## src/design/lost_pkg.sv

```systemverilog
`timescale 1ns / 1ps
// ----------------------------------------------------------------------------
// lost_pkg
// Shared sizes, request and status codes, payload structs and the command and
// status bundles between the occupancy tracker controller and datapath.
// ----------------------------------------------------------------------------
package lost_pkg;

  // Lattice sizing
  localparam int MAX_SITES   = 4096;
  localparam int SITE_W      = $clog2(MAX_SITES);
  localparam int COUNT_W     = SITE_W + 1;
  localparam int TYPE_BITS   = 4;
  localparam int ORIENT_BITS = 4;
  localparam int SITE_DATA_W = TYPE_BITS + ORIENT_BITS;

  // Request codes
  localparam logic [1:0] REQ_LOAD       = 2'd0;
  localparam logic [1:0] REQ_SWAP       = 2'd1;
  localparam logic [1:0] REQ_PICK_FULL  = 2'd2;
  localparam logic [1:0] REQ_PICK_EMPTY = 2'd3;

  // Result status codes
  localparam logic [1:0] STAT_OK       = 2'd0;
  localparam logic [1:0] STAT_BAD_SITE = 2'd1;
  localparam logic [1:0] STAT_BAD_SLOT = 2'd2;

  // Input transaction
  typedef struct packed {
    logic [1:0]             req_type;
    logic [SITE_W-1:0]      site_a;
    logic [SITE_W-1:0]      site_b;
    logic [TYPE_BITS-1:0]   site_type;
    logic [ORIENT_BITS-1:0] site_orientation;
    logic [SITE_W-1:0]      draw_slot;
  } req_t;

  // Result transaction
  typedef struct packed {
    logic [1:0]         status;
    logic [SITE_W-1:0]  picked_site;
    logic [COUNT_W-1:0] full_count;
  } rsp_t;

  // Contents of one lattice site
  typedef struct packed {
    logic [TYPE_BITS-1:0]   kind;
    logic [ORIENT_BITS-1:0] orient;
  } site_t;

  // Controller to datapath commands
  typedef struct packed {
    logic capture;      // latch the accepted request
    logic check;        // evaluate the request and latch its status
    logic load_commit;  // write a loaded site and append it to its list
    logic rd_b;         // read address is site b instead of site a
    logic lat_a;        // latch site a contents and slot
    logic swap_wr_a;    // write site a, latch site b contents and slot
    logic swap_wr_b;    // write site b, first map update, both list updates
    logic swap_wr_c;    // second map update
    logic pick_cap;     // latch the picked site
    logic result_load;  // load the result register
  } dp_cmd_t;

  // Datapath to controller status
  typedef struct packed {
    logic [1:0] req_type;
    logic       req_ok;
    logic       out_free;
  } dp_sts_t;

endpackage

```

## src/design/lost_ctrl.sv

```systemverilog
`timescale 1ns / 1ps
// ----------------------------------------------------------------------------
// lost_ctrl
// Request sequencer: steps each accepted transaction through check, RAM
// reads and writes, and hands the result to the output register.
// ----------------------------------------------------------------------------
module lost_ctrl (
  input  logic              clk,
  input  logic              rst,
  input  logic              req_valid,
  output logic              req_stall,
  input  lost_pkg::dp_sts_t sts,
  output lost_pkg::dp_cmd_t cmd
);

  typedef enum logic [2:0] {
    IDLE,
    CHECK,
    PICK_CAP,
    SW_RD_B,
    SW_WR_A,
    SW_WR_B,
    SW_WR_C,
    FINISH
  } state_t;

  state_t state;
  state_t state_next;

  // Commands and next state
  always_comb begin
    cmd        = '0;
    state_next = state;
    case (state)
      IDLE: begin
        cmd.capture = req_valid;
        if (req_valid) begin
          state_next = CHECK;
        end
      end
      CHECK: begin
        cmd.check       = 1'b1;
        cmd.load_commit = (sts.req_type == lost_pkg::REQ_LOAD) && sts.req_ok;
        if (sts.req_type inside {lost_pkg::REQ_PICK_FULL, lost_pkg::REQ_PICK_EMPTY}) begin
          state_next = PICK_CAP;
        end else if ((sts.req_type == lost_pkg::REQ_SWAP) && sts.req_ok) begin
          state_next = SW_RD_B;
        end else begin
          state_next = FINISH;
        end
      end
      PICK_CAP: begin
        cmd.pick_cap = 1'b1;
        state_next   = FINISH;
      end
      SW_RD_B: begin
        cmd.rd_b   = 1'b1;
        cmd.lat_a  = 1'b1;
        state_next = SW_WR_A;
      end
      SW_WR_A: begin
        cmd.swap_wr_a = 1'b1;
        state_next    = SW_WR_B;
      end
      SW_WR_B: begin
        cmd.swap_wr_b = 1'b1;
        state_next    = SW_WR_C;
      end
      SW_WR_C: begin
        cmd.swap_wr_c = 1'b1;
        state_next    = FINISH;
      end
      FINISH: begin
        cmd.result_load = sts.out_free;
        if (sts.out_free) begin
          state_next = IDLE;
        end
      end
      default: begin
        state_next = IDLE;
      end
    endcase
  end

  // Hold state
  always_ff @(posedge clk) begin
    if (rst) begin
      state <= IDLE;
    end else begin
      state <= state_next;
    end
  end

  assign req_stall = (state != IDLE);

endmodule

```

## config.mk

```make
export PLATFORM = sky130hd
export DESIGN_NAME = lost_ctrl
export DESIGN_NICKNAME = d
export VERILOG_FILES = /design/src/design/lost_pkg.sv /design/src/design/lost_ctrl.sv
export SDC_FILE = /design/constraint.sdc
export NUM_CORES = 1
export LEC_CHECK = 0
export BUFFER_PORTS_ARGS = -buffer_cell sky130_fd_sc_hd__clkbuf_2
export CAP_MARGIN = 20
export CORE_AREA = 2 2 39 41
export CTS_CLUSTER_DIAMETER = 50
export CTS_CLUSTER_SIZE = 8
export DETAILED_ROUTE_END_ITERATION = 7
export DIE_AREA = 0 0 41 43
export GPL_TIMING_DRIVEN = 0
export PLACE_DENSITY = 0.49
export SLEW_MARGIN = 20
export SYNTH_ARGS = -nofsm -noshare
export SYNTH_HDL_FRONTEND = slang
export SYNTH_SLANG_ARGS = --single-unit
```

## constraint.sdc

```tcl
create_clock -name clk -period 1.2 [get_ports clk]
set_input_delay 0.24 -clock clk [delete_from_list [all_inputs] [get_ports clk]]
set_output_delay 0.24 -clock clk [all_outputs]
set_load 0.05 [all_outputs]
```

==> impl_results.md <==
- Status: finished, violations left
- Failing checks: setup timing
- Initial antenna violation count: 0
- Min-Delay Path Class: in -> reg
- Worst setup slack after layout: -279 ps
- RSZ-0062 raised after global routing: yes
- Final Skew: between 1 and 1.5 ps
- R2R setup slack: -130 ps
- Gr ovfl total: 0
- Vias in the first global route: 393
- FF-to-FF Start: state[1]$_SDFFE_PP0P_
- GRT Total Usage: 0.134
- Endpoints failing setup: 12
- IO Pins: 18
- F_max: 0.676 GHz
- Slowest stage delay, CP: 400 ps
- P&R area growth vs syn: 215%
- Largest net degree at the start of global routing: 7
- Register bit total from synthesis: 3
- Most frequent cell after synthesis: nor2_1
- Die ar.: 1760 um^2
- Initial drt markers: 2
- Vias per cell: 4.31
- Sequential share of the synthesized area: 0.268
- Remaining routing DRC violations: 0
- Tcrit/Tclk final: 1.23
- Final hold slack: approximately 210 ps
- Share of synthesized registers carrying an async set or reset: 0
- Fin crit period: 1480 ps
- CP delay by family, top: simple AND/OR/NAND/NOR gates
- Nets: 76
- First-pass GRT wire length: 1540 um
- Initial core utilization: 0.162
- Mapped cell area: 224 um^2
- Most instantiated cells after synthesis: nor2_1 (8), and3_1 (3), dfxtp_1 (3)
- Max FFs per register: 3
- Synth warn: 0
- Post-synth top flop: dfxtp_1
- CP endpoint kind: primary output
- Die height: 43 um
- Drt wl/cell: 11.3 um
- Synth unique cells: 19
- Fill count: 126
- Max-Slew Margin vs Limit: 0.889
- Layout cell share with drive strength beyond 1: 0.794
- Measured slew at the worst slew-check pin: roughly 170 ps
- Synth Instances: 33
- CTS tree: built
- Routed WL: 948 um
- CP Data Required Time: 960 ps
- Cell Rows: 14
- Biggest register: state
- Number of diodes: 0
- I/O Buffers: 17
- Top flop regs: state x3
- CTS clock-pin slew for the worst setup and hold paths: 40 ps
- Pwr per Cell Area: 1260 nW/um^2
- Post-DP HPWL: 495 um
- Crit path DAT: between 1000 and 1500 ps
- Via count: 362
- Net Count, Synth: 40
- Area contributors post-synth: dfxtp_1 (27%), nor2_1 (13%), and3_1 (8.4%)
- LEAKAGE: 0.316 nW
- Hold_sp: rst
- Drt pass-1 iters: 2
- Yosys top cell by area: dfxtp_1
- Dpl cells: 66
- Crit-path max FO: 6
- Startpoint class of the critical path: flop
- Clk buf depth: 2
- Crit-path cells: or3_4 > nor2_4 > buf_8
- Top-area cell type share of the netlist area: 0.268
- ANT nets after route: 0
- Max_cap viols: 0
- Core Box Area: 1380 um^2
- Syn_area_per_cell: 6.79 um^2
- Chip width: 41 um
- Maximum vdd ir drop: roughly 0.00070 V
- Clock sinks: 3
- Worst skew pair latency: approximately 230 ps
- Seq. cell area: 71.3 um^2
- GPL Wtd Cong: between 0.6 and 0.7
- Area of the multi-input gates: 218 um^2
- Num CTS Buffers: 3
- Critical Path Start: state[1]$_SDFFE_PP0P_
- WS Path Type: reg -> out
- Non-filler cells, final: 84
- Number of synthesized flops with an enable pin: 0
- Root Driver: clkbuf_4
- Slew Viols, Final: 0
- CTS Hold Buffers Added: 0
- H-tree Lvls: 1
- Final Hold Fails: 0
- Critical-path top delay cell: or3_4
- Bufs and invs on worst path: 1
==> logic make-up (layout without fill, tap and decap cells) <==
logic type	Yosys count	count (layout)	share of synthesized area
AOI/OAI and AO/OA	7	7	0.246
buffers and inverters	5	40	0.101
DFF	3	3	0.268
and+or+nand+nor	18	18	0.386
==> placed cells by master (no fill, tap or decap) <==
master     synthesis  layout
a21oi_1            1       1
nor2b_1            1       1
buf_6              0       5
and3_4             0       2
o21bai_1           1       1
dfxtp_4            0       3
inv_4              0       1
o32a_1             1       1
nand2b_4           0       1
nor3_4             0       1
clkbuf_16          0       3
a211o_1            1       1
o21ai_1            0       1
a31oi_1            1       1
nand2_2            0       2
clkbuf_1           1       1
or3_4              0       1
and3_1             3       1
nor2_1             8       3
nor2_4             0       5
clkbuf_4           0       4
a211oi_2           1       1
inv_1              2       1
clkbuf_2           0       6
nand2b_1           2       1
buf_8              0       7
buf_4              1      11
inv_2              1       1
==> where the power goes <==
group	internal (mW)	switching, mW
logic	0.274	0.282
registers	0.121	0.0295
clock network	0.125	0.0569
total	0.520	0.368
==> worst register-to-register path, stage by stage (launching register included) <==
cell and delay [ps]:
dfxtp_4 360, buf_4 130, buf_4 130, buf_6 120
buf_4 130, nor2b_1 130, o21ai_1 130, a21oi_1 90
==> layer usage <==
metal / up-vias / track usage / wire (um)
li1: 184 / - / -
met4: 0 / 0.0800 / 0
met2: 12 / 0.238 / 583
met1: 166 / 0.125 / 320
met3: 0 / 0.0314 / 45
met5: - / 0 / 0
==> cell type report <==
class	instances	share of cell area
buffer	1	0.0160
clock buffer	4	0.0372
inverter	3	0.0195
multi-input combinational	25	0.309
sequential	3	0.101
tap	16	0.0284
timing repair buffer	32	0.489
==> repair_timing <==
| item | 4_1_cts | 5_1_grt |
|---|---|---|
| setup buffers | 14 | 1 |
| resized for setup | 36 | 8 |
| gates cloned | 0 | 0 |
| endpoints found under the setup margin | 11 | 13 |
| pin swaps | 7 | 4 |
| hold endpoints to repair | 0 | 0 |
==> per-stage QoR <==
step | area [um^2] | power, mW | worst slack, ps | util | setup TNS [ps]
floorplan | 304 | 0.431 | -226 | - | -591
global placement | 409 | 0.496 | -199 | 0.296 | -654
detailed placement | 409 | 0.497 | -203 | 0.296 | -647
CTS | 686 | 0.862 | -303 | 0.495 | -2060
global route | 706 | 0.944 | -320 | 0.510 | -2500
finish | 706 | 0.888 | -279 | 0.510 | -2000
==> final timing paths <==
| check | endpoint | depth (start not counted) |
|---|---|---|
| worst max-delay path | cmd[9] | 3 |
| worst min-delay path | state[2]$_SDFFE_PP0P_ | 2 |
| worst max register to register | state[0]$_SDFFE_PP0P_ | 7 |
| worst min register to register | state[0]$_SDFFE_PP0P_ | 2 |
Note: power is estimated with default switching activity, not from simulation.
